===== src/rtl/sha256_byte_stream_hasher_defines.svh =====
// Assertion macros used by the top-level hasher module.
`ifndef SHA256_BYTE_STREAM_HASHER_DEFINES_SVH
`define SHA256_BYTE_STREAM_HASHER_DEFINES_SVH

`ifndef NO_ASSERTIONS

`define SHBH_ASSERT(lbl, clk, rstn, prop) \
  lbl: assert property (@(posedge clk) disable iff (!(rstn)) prop) else $error("assertion failed");

`define SHBH_ASSERT_MSG(lbl, clk, rstn, prop, msg) \
  lbl: assert property (@(posedge clk) disable iff (!(rstn)) prop) else $error(msg);

`else

`define SHBH_ASSERT(lbl, clk, rstn, prop)

`define SHBH_ASSERT_MSG(lbl, clk, rstn, prop, msg)

`endif

`endif


===== src/rtl/shbh_pkg.sv =====
`default_nettype none
package shbh_pkg;

  localparam int unsigned BlockWords = 16;
  localparam int unsigned Rounds     = 64;
  localparam logic [5:0]  LenOffset  = 6'd56;
  localparam logic [7:0]  PadByte    = 8'h80;

  localparam logic [1:0] KIND_DATA   = 2'd0;
  localparam logic [1:0] KIND_PADLEN = 2'd1;
  localparam logic [1:0] KIND_PAD    = 2'd2;
  localparam logic [1:0] KIND_LEN    = 2'd3;

  typedef logic [31:0] word_t;

  typedef struct packed {
    logic       load;
    logic       round;
    logic [5:0] t;
    logic [1:0] kind;
    logic [5:0] fill;
  } msg_ctl_t;

  localparam word_t Iv [8] = '{
    32'h6a09e667, 32'hbb67ae85, 32'h3c6ef372, 32'ha54ff53a,
    32'h510e527f, 32'h9b05688c, 32'h1f83d9ab, 32'h5be0cd19
  };

  localparam word_t RoundKey [64] = '{
    32'h428a2f98, 32'h71374491, 32'hb5c0fbcf, 32'he9b5dba5,
    32'h3956c25b, 32'h59f111f1, 32'h923f82a4, 32'hab1c5ed5,
    32'hd807aa98, 32'h12835b01, 32'h243185be, 32'h550c7dc3,
    32'h72be5d74, 32'h80deb1fe, 32'h9bdc06a7, 32'hc19bf174,
    32'he49b69c1, 32'hefbe4786, 32'h0fc19dc6, 32'h240ca1cc,
    32'h2de92c6f, 32'h4a7484aa, 32'h5cb0a9dc, 32'h76f988da,
    32'h983e5152, 32'ha831c66d, 32'hb00327c8, 32'hbf597fc7,
    32'hc6e00bf3, 32'hd5a79147, 32'h06ca6351, 32'h14292967,
    32'h27b70a85, 32'h2e1b2138, 32'h4d2c6dfc, 32'h53380d13,
    32'h650a7354, 32'h766a0abb, 32'h81c2c92e, 32'h92722c85,
    32'ha2bfe8a1, 32'ha81a664b, 32'hc24b8b70, 32'hc76c51a3,
    32'hd192e819, 32'hd6990624, 32'hf40e3585, 32'h106aa070,
    32'h19a4c116, 32'h1e376c08, 32'h2748774c, 32'h34b0bcb5,
    32'h391c0cb3, 32'h4ed8aa4a, 32'h5b9cca4f, 32'h682e6ff3,
    32'h748f82ee, 32'h78a5636f, 32'h84c87814, 32'h8cc70208,
    32'h90befffa, 32'ha4506ceb, 32'hbef9a3f7, 32'hc67178f2
  };

  function automatic word_t rotr(input word_t x, input int unsigned n);
    rotr = (x >> n) | (x << (32 - n));
  endfunction

endpackage
`default_nettype wire


===== src/rtl/shbh_if.sv =====
`default_nettype none
interface shbh_in_if;
  logic       valid;
  logic       ready;
  logic [7:0] data_byte;
  logic       finish;
  modport source (output valid, data_byte, finish, input ready);
  modport sink   (input valid, data_byte, finish, output ready);
endinterface

interface shbh_out_if;
  logic        valid;
  logic        ready;
  logic [31:0] digest_word;
  logic [2:0]  word_index;
  logic        last;
  modport source (output valid, digest_word, word_index, last, input ready);
  modport sink   (input valid, digest_word, word_index, last, output ready);
endinterface
`default_nettype wire


===== src/rtl/sha256_byte_stream_hasher.sv =====
// SHA-256 over a byte stream, one byte per data beat. The 64th byte of a block
// starts a compression that holds off input (one read of the block memory,
// 64 rounds of the single round unit, one chaining add).
// A finish beat runs one or two such compressions (two when 56 or more bytes of
// the last block are filled), then drives the eight digest words, word 0 first,
// one per accepted output beat, and the block is ready for the next message.
`default_nettype none
`include "sha256_byte_stream_hasher_defines.svh"
module sha256_byte_stream_hasher (
  input  wire logic clk,
  input  wire logic rst_n,
  shbh_in_if.sink   in_ch,
  shbh_out_if.source out_ch
);
  import shbh_pkg::*;

  localparam logic [2:0] S_IDLE  = 3'd0;
  localparam logic [2:0] S_LOAD  = 3'd1;
  localparam logic [2:0] S_ROUND = 3'd2;
  localparam logic [2:0] S_FINAL = 3'd3;
  localparam logic [2:0] S_OUT   = 3'd4;

  logic [2:0]  state_r, state_nxt;
  logic [5:0]  t_r, t_nxt;
  logic [1:0]  kind_r, kind_nxt;
  logic [5:0]  fill_r, fill_nxt;
  logic [63:0] len_r, len_nxt;
  logic [2:0]  idx_r, idx_nxt;
  word_t       h_r [8];
  word_t       v_r [8];
  word_t       w_t;
  word_t       t1, t2;
  msg_ctl_t    ctl;
  logic        in_acc, out_acc;

  assign in_ch.ready = (state_r == S_IDLE);
  assign in_acc      = in_ch.valid && in_ch.ready;
  assign out_ch.valid       = (state_r == S_OUT);
  assign out_ch.digest_word = h_r[idx_r];
  assign out_ch.word_index  = idx_r;
  assign out_ch.last        = (idx_r == 3'd7);
  assign out_acc = out_ch.valid && out_ch.ready;

  assign ctl.load  = (state_r == S_LOAD);
  assign ctl.round = (state_r == S_ROUND);
  assign ctl.t     = t_r;
  assign ctl.kind  = kind_r;
  assign ctl.fill  = fill_r;

  shbh_msg u_msg (
    .clk     (clk),
    .wr_en   (in_acc && !in_ch.finish),
    .wr_addr (fill_r),
    .wr_byte (in_ch.data_byte),
    .ctl     (ctl),
    .bit_len (len_r),
    .w_t     (w_t)
  );

  assign t1 = v_r[7]
            + (rotr(v_r[4], 6) ^ rotr(v_r[4], 11) ^ rotr(v_r[4], 25))
            + ((v_r[4] & v_r[5]) ^ (~v_r[4] & v_r[6]))
            + RoundKey[t_r] + w_t;
  assign t2 = (rotr(v_r[0], 2) ^ rotr(v_r[0], 13) ^ rotr(v_r[0], 22))
            + ((v_r[0] & v_r[1]) ^ (v_r[0] & v_r[2]) ^ (v_r[1] & v_r[2]));

  always_comb begin
    state_nxt = state_r;
    t_nxt     = t_r;
    kind_nxt  = kind_r;
    fill_nxt  = fill_r;
    len_nxt   = len_r;
    idx_nxt   = idx_r;
    unique case (state_r)
      S_IDLE: begin
        if (in_acc) begin
          if (in_ch.finish) begin
            kind_nxt  = (fill_r < LenOffset) ? KIND_PADLEN : KIND_PAD;
            state_nxt = S_LOAD;
          end else begin
            len_nxt  = len_r + 64'd8;
            fill_nxt = fill_r + 6'd1;
            if (fill_r == 6'd63) begin
              kind_nxt  = KIND_DATA;
              state_nxt = S_LOAD;
            end
          end
        end
      end
      S_LOAD: begin
        t_nxt     = '0;
        state_nxt = S_ROUND;
      end
      S_ROUND: begin
        t_nxt = t_r + 6'd1;
        if (t_r == 6'(Rounds - 1)) begin
          state_nxt = S_FINAL;
        end
      end
      S_FINAL: begin
        priority if (kind_r == KIND_DATA) begin
          state_nxt = S_IDLE;
        end else if (kind_r == KIND_PAD) begin
          kind_nxt  = KIND_LEN;
          state_nxt = S_LOAD;
        end else begin
          idx_nxt   = '0;
          state_nxt = S_OUT;
        end
      end
      S_OUT: begin
        if (out_acc) begin
          idx_nxt = idx_r + 3'd1;
          if (idx_r == 3'd7) begin
            fill_nxt  = '0;
            len_nxt   = '0;
            state_nxt = S_IDLE;
          end
        end
      end
      default: state_nxt = S_IDLE;
    endcase
  end

  always_ff @(posedge clk) begin
    if (!rst_n) begin
      state_r <= S_IDLE;
      t_r     <= '0;
      kind_r  <= KIND_DATA;
      fill_r  <= '0;
      len_r   <= '0;
      idx_r   <= '0;
      for (int i = 0; i < 8; i++) begin
        h_r[i] <= Iv[i];
      end
    end else begin
      state_r <= state_nxt;
      t_r     <= t_nxt;
      kind_r  <= kind_nxt;
      fill_r  <= fill_nxt;
      len_r   <= len_nxt;
      idx_r   <= idx_nxt;
      if (state_r == S_FINAL) begin
        for (int i = 0; i < 8; i++) begin
          h_r[i] <= h_r[i] + v_r[i];
        end
      end else if (out_acc && idx_r == 3'd7) begin
        for (int i = 0; i < 8; i++) begin
          h_r[i] <= Iv[i];
        end
      end
    end
  end

  always_ff @(posedge clk) begin
    if (state_r == S_LOAD) begin
      for (int i = 0; i < 8; i++) begin
        v_r[i] <= h_r[i];
      end
    end else if (state_r == S_ROUND) begin
      v_r[7] <= v_r[6];
      v_r[6] <= v_r[5];
      v_r[5] <= v_r[4];
      v_r[4] <= v_r[3] + t1;
      v_r[3] <= v_r[2];
      v_r[2] <= v_r[1];
      v_r[1] <= v_r[0];
      v_r[0] <= t1 + t2;
    end
  end

  `SHBH_ASSERT(a_ready_excl_out, clk, rst_n, in_ch.ready |-> !out_ch.valid)
  `SHBH_ASSERT_MSG(a_round_end, clk, rst_n, (state_r == S_ROUND && t_r == 6'd63) |=> (state_r == S_FINAL), "round count overran")
  `SHBH_ASSERT_MSG(a_last_frees, clk, rst_n, (out_acc && out_ch.last) |=> (in_ch.ready && fill_r == 6'd0 && len_r == 64'd0), "state not cleared after digest")
endmodule
`default_nettype wire


===== src/rtl/shbh_msg.sv =====
`default_nettype none
module shbh_msg (
  input  wire logic             clk,
  input  wire logic             wr_en,
  input  wire logic [5:0]       wr_addr,
  input  wire logic [7:0]       wr_byte,
  input  wire shbh_pkg::msg_ctl_t ctl,
  input  wire logic [63:0]      bit_len,
  output logic [31:0]           w_t
);
  import shbh_pkg::*;

  word_t mem [BlockWords];
  word_t rd_data_r;
  word_t win_r [16];
  logic [3:0] rd_addr;
  word_t load_w;
  word_t sched_w;
  logic [5:0] pos;
  logic [7:0] b;

  assign rd_addr = ctl.load ? 4'd0 : ctl.t[3:0] + 4'd1;

  always_ff @(posedge clk) begin
    if (wr_en) begin
      mem[wr_addr[5:2]][8 * (3 - wr_addr[1:0]) +: 8] <= wr_byte;
    end
    rd_data_r <= mem[rd_addr];
  end

  always_comb begin
    load_w = '0;
    pos    = '0;
    b      = '0;
    for (int k = 0; k < 4; k++) begin
      pos = {ctl.t[3:0], 2'(k)};
      b   = rd_data_r[8 * (3 - k) +: 8];
      unique case (ctl.kind)
        KIND_DATA: load_w[8 * (3 - k) +: 8] = b;
        KIND_PADLEN, KIND_PAD: begin
          if (pos < ctl.fill) begin
            load_w[8 * (3 - k) +: 8] = b;
          end else if (pos == ctl.fill) begin
            load_w[8 * (3 - k) +: 8] = PadByte;
          end else begin
            load_w[8 * (3 - k) +: 8] = 8'h00;
          end
        end
        default: load_w[8 * (3 - k) +: 8] = 8'h00;
      endcase
    end
    if (ctl.kind == KIND_PADLEN || ctl.kind == KIND_LEN) begin
      if (ctl.t[3:0] == 4'd14) begin
        load_w = bit_len[63:32];
      end else if (ctl.t[3:0] == 4'd15) begin
        load_w = bit_len[31:0];
      end
    end
  end

  assign sched_w = (rotr(win_r[14], 17) ^ rotr(win_r[14], 19) ^ (win_r[14] >> 10))
                 + win_r[9]
                 + (rotr(win_r[1], 7) ^ rotr(win_r[1], 18) ^ (win_r[1] >> 3))
                 + win_r[0];

  assign w_t = (ctl.t < 6'd16) ? load_w : sched_w;

  always_ff @(posedge clk) begin
    if (ctl.round) begin
      for (int i = 0; i < 15; i++) begin
        win_r[i] <= win_r[i + 1];
      end
      win_r[15] <= w_t;
    end
  end
endmodule
`default_nettype wire

===== src/flat_wrapper.sv =====
// flat-port wrapper written by rule: the top's interface ports become plain ports
module sha256_byte_stream_hasher_flat import shbh_pkg::*;
  (clk, rst_n, in_ch_valid, in_ch_data_byte, in_ch_finish, in_ch_ready, out_ch_valid, out_ch_digest_word, out_ch_word_index, out_ch_last, out_ch_ready);
  shbh_in_if in_ch_i ();
  shbh_out_if out_ch_i ();
  input  wire logic clk;
  input  wire logic rst_n;
  input wire logic [$bits(in_ch_i.valid)-1:0] in_ch_valid;
  input wire logic [$bits(in_ch_i.data_byte)-1:0] in_ch_data_byte;
  input wire logic [$bits(in_ch_i.finish)-1:0] in_ch_finish;
  output wire logic [$bits(in_ch_i.ready)-1:0] in_ch_ready;
  output wire logic [$bits(out_ch_i.valid)-1:0] out_ch_valid;
  output wire logic [$bits(out_ch_i.digest_word)-1:0] out_ch_digest_word;
  output wire logic [$bits(out_ch_i.word_index)-1:0] out_ch_word_index;
  output wire logic [$bits(out_ch_i.last)-1:0] out_ch_last;
  input wire logic [$bits(out_ch_i.ready)-1:0] out_ch_ready;
  assign in_ch_i.valid = in_ch_valid;
  assign in_ch_i.data_byte = in_ch_data_byte;
  assign in_ch_i.finish = in_ch_finish;
  assign in_ch_ready = in_ch_i.ready;
  assign out_ch_valid = out_ch_i.valid;
  assign out_ch_digest_word = out_ch_i.digest_word;
  assign out_ch_word_index = out_ch_i.word_index;
  assign out_ch_last = out_ch_i.last;
  assign out_ch_i.ready = out_ch_ready;
  sha256_byte_stream_hasher u_core (.clk(clk), .rst_n(rst_n), .in_ch(in_ch_i), .out_ch(out_ch_i));
endmodule

===== config.mk =====
export PLATFORM = sky130hd
export DESIGN_NAME = sha256_byte_stream_hasher_flat
export DESIGN_NICKNAME = d
export VERILOG_FILES = /design/src/rtl/shbh_pkg.sv /design/src/rtl/shbh_if.sv /design/src/rtl/sha256_byte_stream_hasher.sv /design/src/rtl/shbh_msg.sv /design/src/flat_wrapper.sv
export VERILOG_INCLUDE_DIRS = /design/src /design/src/rtl
export SDC_FILE = /design/constraint.sdc
export NUM_CORES = 2
export LEC_CHECK = 0
export BUFFER_PORTS_ARGS = -buffer_cell sky130_fd_sc_hd__buf_4
export CAP_MARGIN = 20
export CORE_MARGIN = 2
export CORE_UTILIZATION = 35
export DETAILED_ROUTE_END_ITERATION = 6
export HOLD_SLACK_MARGIN = 0.12
export PLACE_DENSITY = 0.57
export SLEW_MARGIN = 25
export SYNTH_ARGS = -nofsm -noshare
export SYNTH_HDL_FRONTEND = slang
export SYNTH_SLANG_ARGS = --single-unit

===== constraint.sdc =====
create_clock -name clk -period 18 [get_ports clk]
set_input_delay 1.8 -clock clk [delete_from_list [all_inputs] [get_ports clk]]
set_output_delay 1.8 -clock clk [all_outputs]
set_load 0.05 [all_outputs]

==> results.sh <==
export IMPL_async_flop_share_pct=0
export IMPL_cts_max_level=4
export IMPL_grt_total_usage_pct=21.69
export IMPL_design_die_area_mm2=0.2641
export IMPL_rr_worst_depth=42
export IMPL_place_congestion=0.9825
export IMPL_grt_pass1_vias=62360
export IMPL_synth_top_area_share_pct=46.47
export IMPL_setup_ws_ps=6476
export IMPL_busiest_layer="met2"
export IMPL_drtIter0Drc=6718
export IMPL_cp_slowest_cell="a2111oi_0"
export IMPL_finalCritPeriodShare_pct=64.02
export IMPL_vias=64380
export IMPL_crit_path_max_incr_delay_ps=710
export IMPL_hold_viol=0
export IMPL_coreArea_mm2=0.2590
export IMPL_critPathMaxFanout=4
export IMPL_numPortBuffers=50
export IMPL_synthTopCellsByArea="edfxtp_1, ha_1, dfxtp_1"
export IMPL_gr_usage_met1_pct=31.19
export IMPL_post_drt_wl_per_cell_um=25.02
export IMPL_tns_ps=0
export IMPL_max_freq_mhz=86.78
export IMPL_met3_usage_pct=3.591
export IMPL_min_period_ps=11520
export IMPL_min_path_type="flop to flop"
export IMPL_worstSetupEndpointType="flop"
export IMPL_wl_mm=290.9
export IMPL_ctsHoldBuffers=0
export IMPL_via_per_inst=5.536
export IMPL_areaGrowthSynthToFinish_pct=11.43
export IMPL_cts_sinks=1652
export IMPL_fillers=24690
export IMPL_firstDrtPassIters=6
export IMPL_path_clk_slew_ps=60
export IMPL_worstHoldPathCells=0
export IMPL_seq_area_frac_synth_pct=51.84
export IMPL_worstSetupPathType="flop to flop"
export IMPL_synthCells=8129
export IMPL_leakage_nw=36.97
export IMPL_crit_start="u_core.u_msg.win_r[0][36]$_DFFE_PP_"
export IMPL_numCtsBuffers=181
export IMPL_synth_top_area_cell="edfxtp_1"
export IMPL_ant_nets=0
export IMPL_worst_ep_required_time_ps=18540
export IMPL_drc=0
export IMPL_post_cts_buffers=0
export IMPL_syn_cell_area_mm2=0.09099
export IMPL_synth_seq_cells=1652
export IMPL_pre_cts_ws_ps=6818
export IMPL_max_slew_margin_rel_pct=24.80
export IMPL_rrSetupSlack_ps=6480
export IMPL_synth_net_count=8746
export IMPL_holdPathEnd="u_core.u_msg.win_r[1][158]$_DFFE_PP_"
export IMPL_grt_pass1_wl_mm=426.8
export IMPL_outcome="finished, final reports clean"
export IMPL_design_area_mm2=0.1014
export IMPL_power_density_mw_per_mm2=179.0
export IMPL_synthDistinctLibCells=104
export IMPL_skew_ps=89.72
export IMPL_hold_start="u_core.u_msg.win_r[1][190]$_DFFE_PP_"
export IMPL_place_hpwl_mm=209.1
export IMPL_ios=51
export IMPL_antenna_found_initial=11
export IMPL_insertion_delay_ps=910
export IMPL_grt_max_degree=140
export IMPL_cts_resized=0
export IMPL_worst_slew_pin_slew_ps=1097
export IMPL_cts_buffer_depth=3
export IMPL_grt_ovfl_total=0
export IMPL_rsz0062_at_grt="no"
export IMPL_synth_edf_count=1408
export IMPL_cts_root_buffer="clkbuf_16"
export IMPL_setup_viol=0
export IMPL_rows=187
export IMPL_timing_max_cap_violations=0
export IMPL_dpl_cell_area_mm2=0.09500
export IMPL_grtUsageMet2_pct=33.17
export IMPL_start_util_pct=35.13
export IMPL_cp_data_arrival_time_ps=12060
export IMPL_startpoint_type="flop"
export IMPL_die_h_um=513.9
export IMPL_nNetsFinal=8686
export IMPL_r2r_end="u_core.v_r[0][28]$_DFFE_PP_"
export IMPL_drive_gt1_share_pct=9.314
export IMPL_synthFlopType="edfxtp_1"
export IMPL_r2r_start="u_core.u_msg.win_r[0][36]$_DFFE_PP_"
export IMPL_cpMostUsedCell="fa_1"
export IMPL_die_w_um=513.9
export IMPL_cts_tree="yes"
export IMPL_worst_ir_drop_vdd_mv=0.4141
export IMPL_drv_slew=0
export IMPL_yosys_warnings=0
export IMPL_syn_mean_instance_area_um2=11.19
-- worst max-delay path: cells and delay by family, from the launching register on --
kind,cells,cell delay [ps]
xor gates and xnor gates,5,1010
DFF,1,480
and+or+nand+nor,5,940
buffers and inverters,6,490
AOI/OAI and AO/OA,16,4100
adders and majority gates,10,4150
-- cells by family after synthesis --
logic type | synth area share (%)
AOI/OAI and AO/OA | 12.79
buffers and inverters | 3.241
xor gates and xnor gates | 5.747
and+or+nand+nor | 11.23
adders and majority gates | 10.13
DFF | 51.84
muxes | 5.018
-- how the worst max path moves through the flow --
stage | end | slack [ps]
after global routing | u_core.v_r[0][29]$_DFFE_PP_ | 5840
final | u_core.v_r[0][28]$_DFFE_PP_ | 6480
after detailed placement | u_core.v_r[0][29]$_DFFE_PP_ | 6820
after global placement | u_core.v_r[0][29]$_DFFE_PP_ | 6840
after floorplan | u_core.u_msg.win_r[0][0]$_DFFE_PP_ | 1580
after CTS | u_core.v_r[0][29]$_DFFE_PP_ | 6660
-- layout by cell type, fill, tap and decap left out, types with 86 or more instances in the layout --
cell type	netlist	layout
edfxtp_1	1408	1408
mux2i_1	86	86
o21ai_0	414	414
a21o_1	203	203
buf_4	1	137
mux2_2	187	187
nand3_1	140	140
inv_1	390	385
clkbuf_16	0	181
nor2_1	487	481
dfxtp_1	244	236
nand2_1	1094	1088
ha_1	409	407
xnor2_1	388	388
a21oi_1	576	575
xor2_1	209	209
nor3_1	102	101
fa_1	195	195
-- registers in the layout, indices dropped and copies added, names as in the netlist, named ones only --
name                      count
u_core.h_r                  256
u_core.state_r                3
u_core.u_msg.mem            512
u_core.out_ch.word_index      3
u_core.fill_r                 6
u_core.u_msg.win_r          512
u_core.len_r                 61
u_core.kind_r                 2
u_core.u_msg.rd_data_r       32
u_core.v_r                  256
u_core.t_r                    6
-- metrics by stage --
stage | cells | power (mW) | hold WS, ps | util [%]
floorplan | 8129 | 11.68 | 400.3 | -
global route | 11630 | 19.34 | 392.3 | 39.14
global placement | 11290 | 13.88 | 400.5 | 36.68
finish | 11630 | 18.15 | 377.9 | 39.14
CTS | 11620 | 18.07 | 382.7 | 39.11
detailed placement | 11290 | 14.03 | 404.5 | 36.68
-- area by class of cell --
class	count	area, um^2	share of cell area (%)
sequential	1652	47190	46.54
multi-input combinational	5696	40970	40.41
clock buffer	227	4762	4.697
tap	3402	4257	4.198
clock inverter	111	1548	1.527
inverter	394	1496	1.476
timing repair buffer	144	1160	1.144
antenna	3	7.507	0.007405
-- cell usage after synthesis (86+ instances only) --
library cell,number
a21oi_1,576
mux2_2,187
ha_1,409
dfxtp_1,244
inv_1,390
a21o_1,203
nand2_1,1094
clkbuf_1,326
nor2_1,487
nor3_1,102
o21ai_0,414
xor2_1,209
xnor2_1,388
nand3_1,140
edfxtp_1,1408
fa_1,195
mux2i_1,86
-- power by group --
group / switching [mW] / internal, mW / total (mW)
Combinational: 5.79 / 3.98 / 9.76
Sequential: 0.147 / 4.30 / 4.45
Clock: 1.66 / 2.28 / 3.94
Total: 7.60 / 10.6 / 18.2
-- per-layer routing --
metal	share of wire [%]	wire length (um)
met4	3.2	9231
met3	6.8	19920
met2	44	129100
met1	46	132600
met5	0.0045	13
No activity file was read; power rests on OpenSTA's default activity.
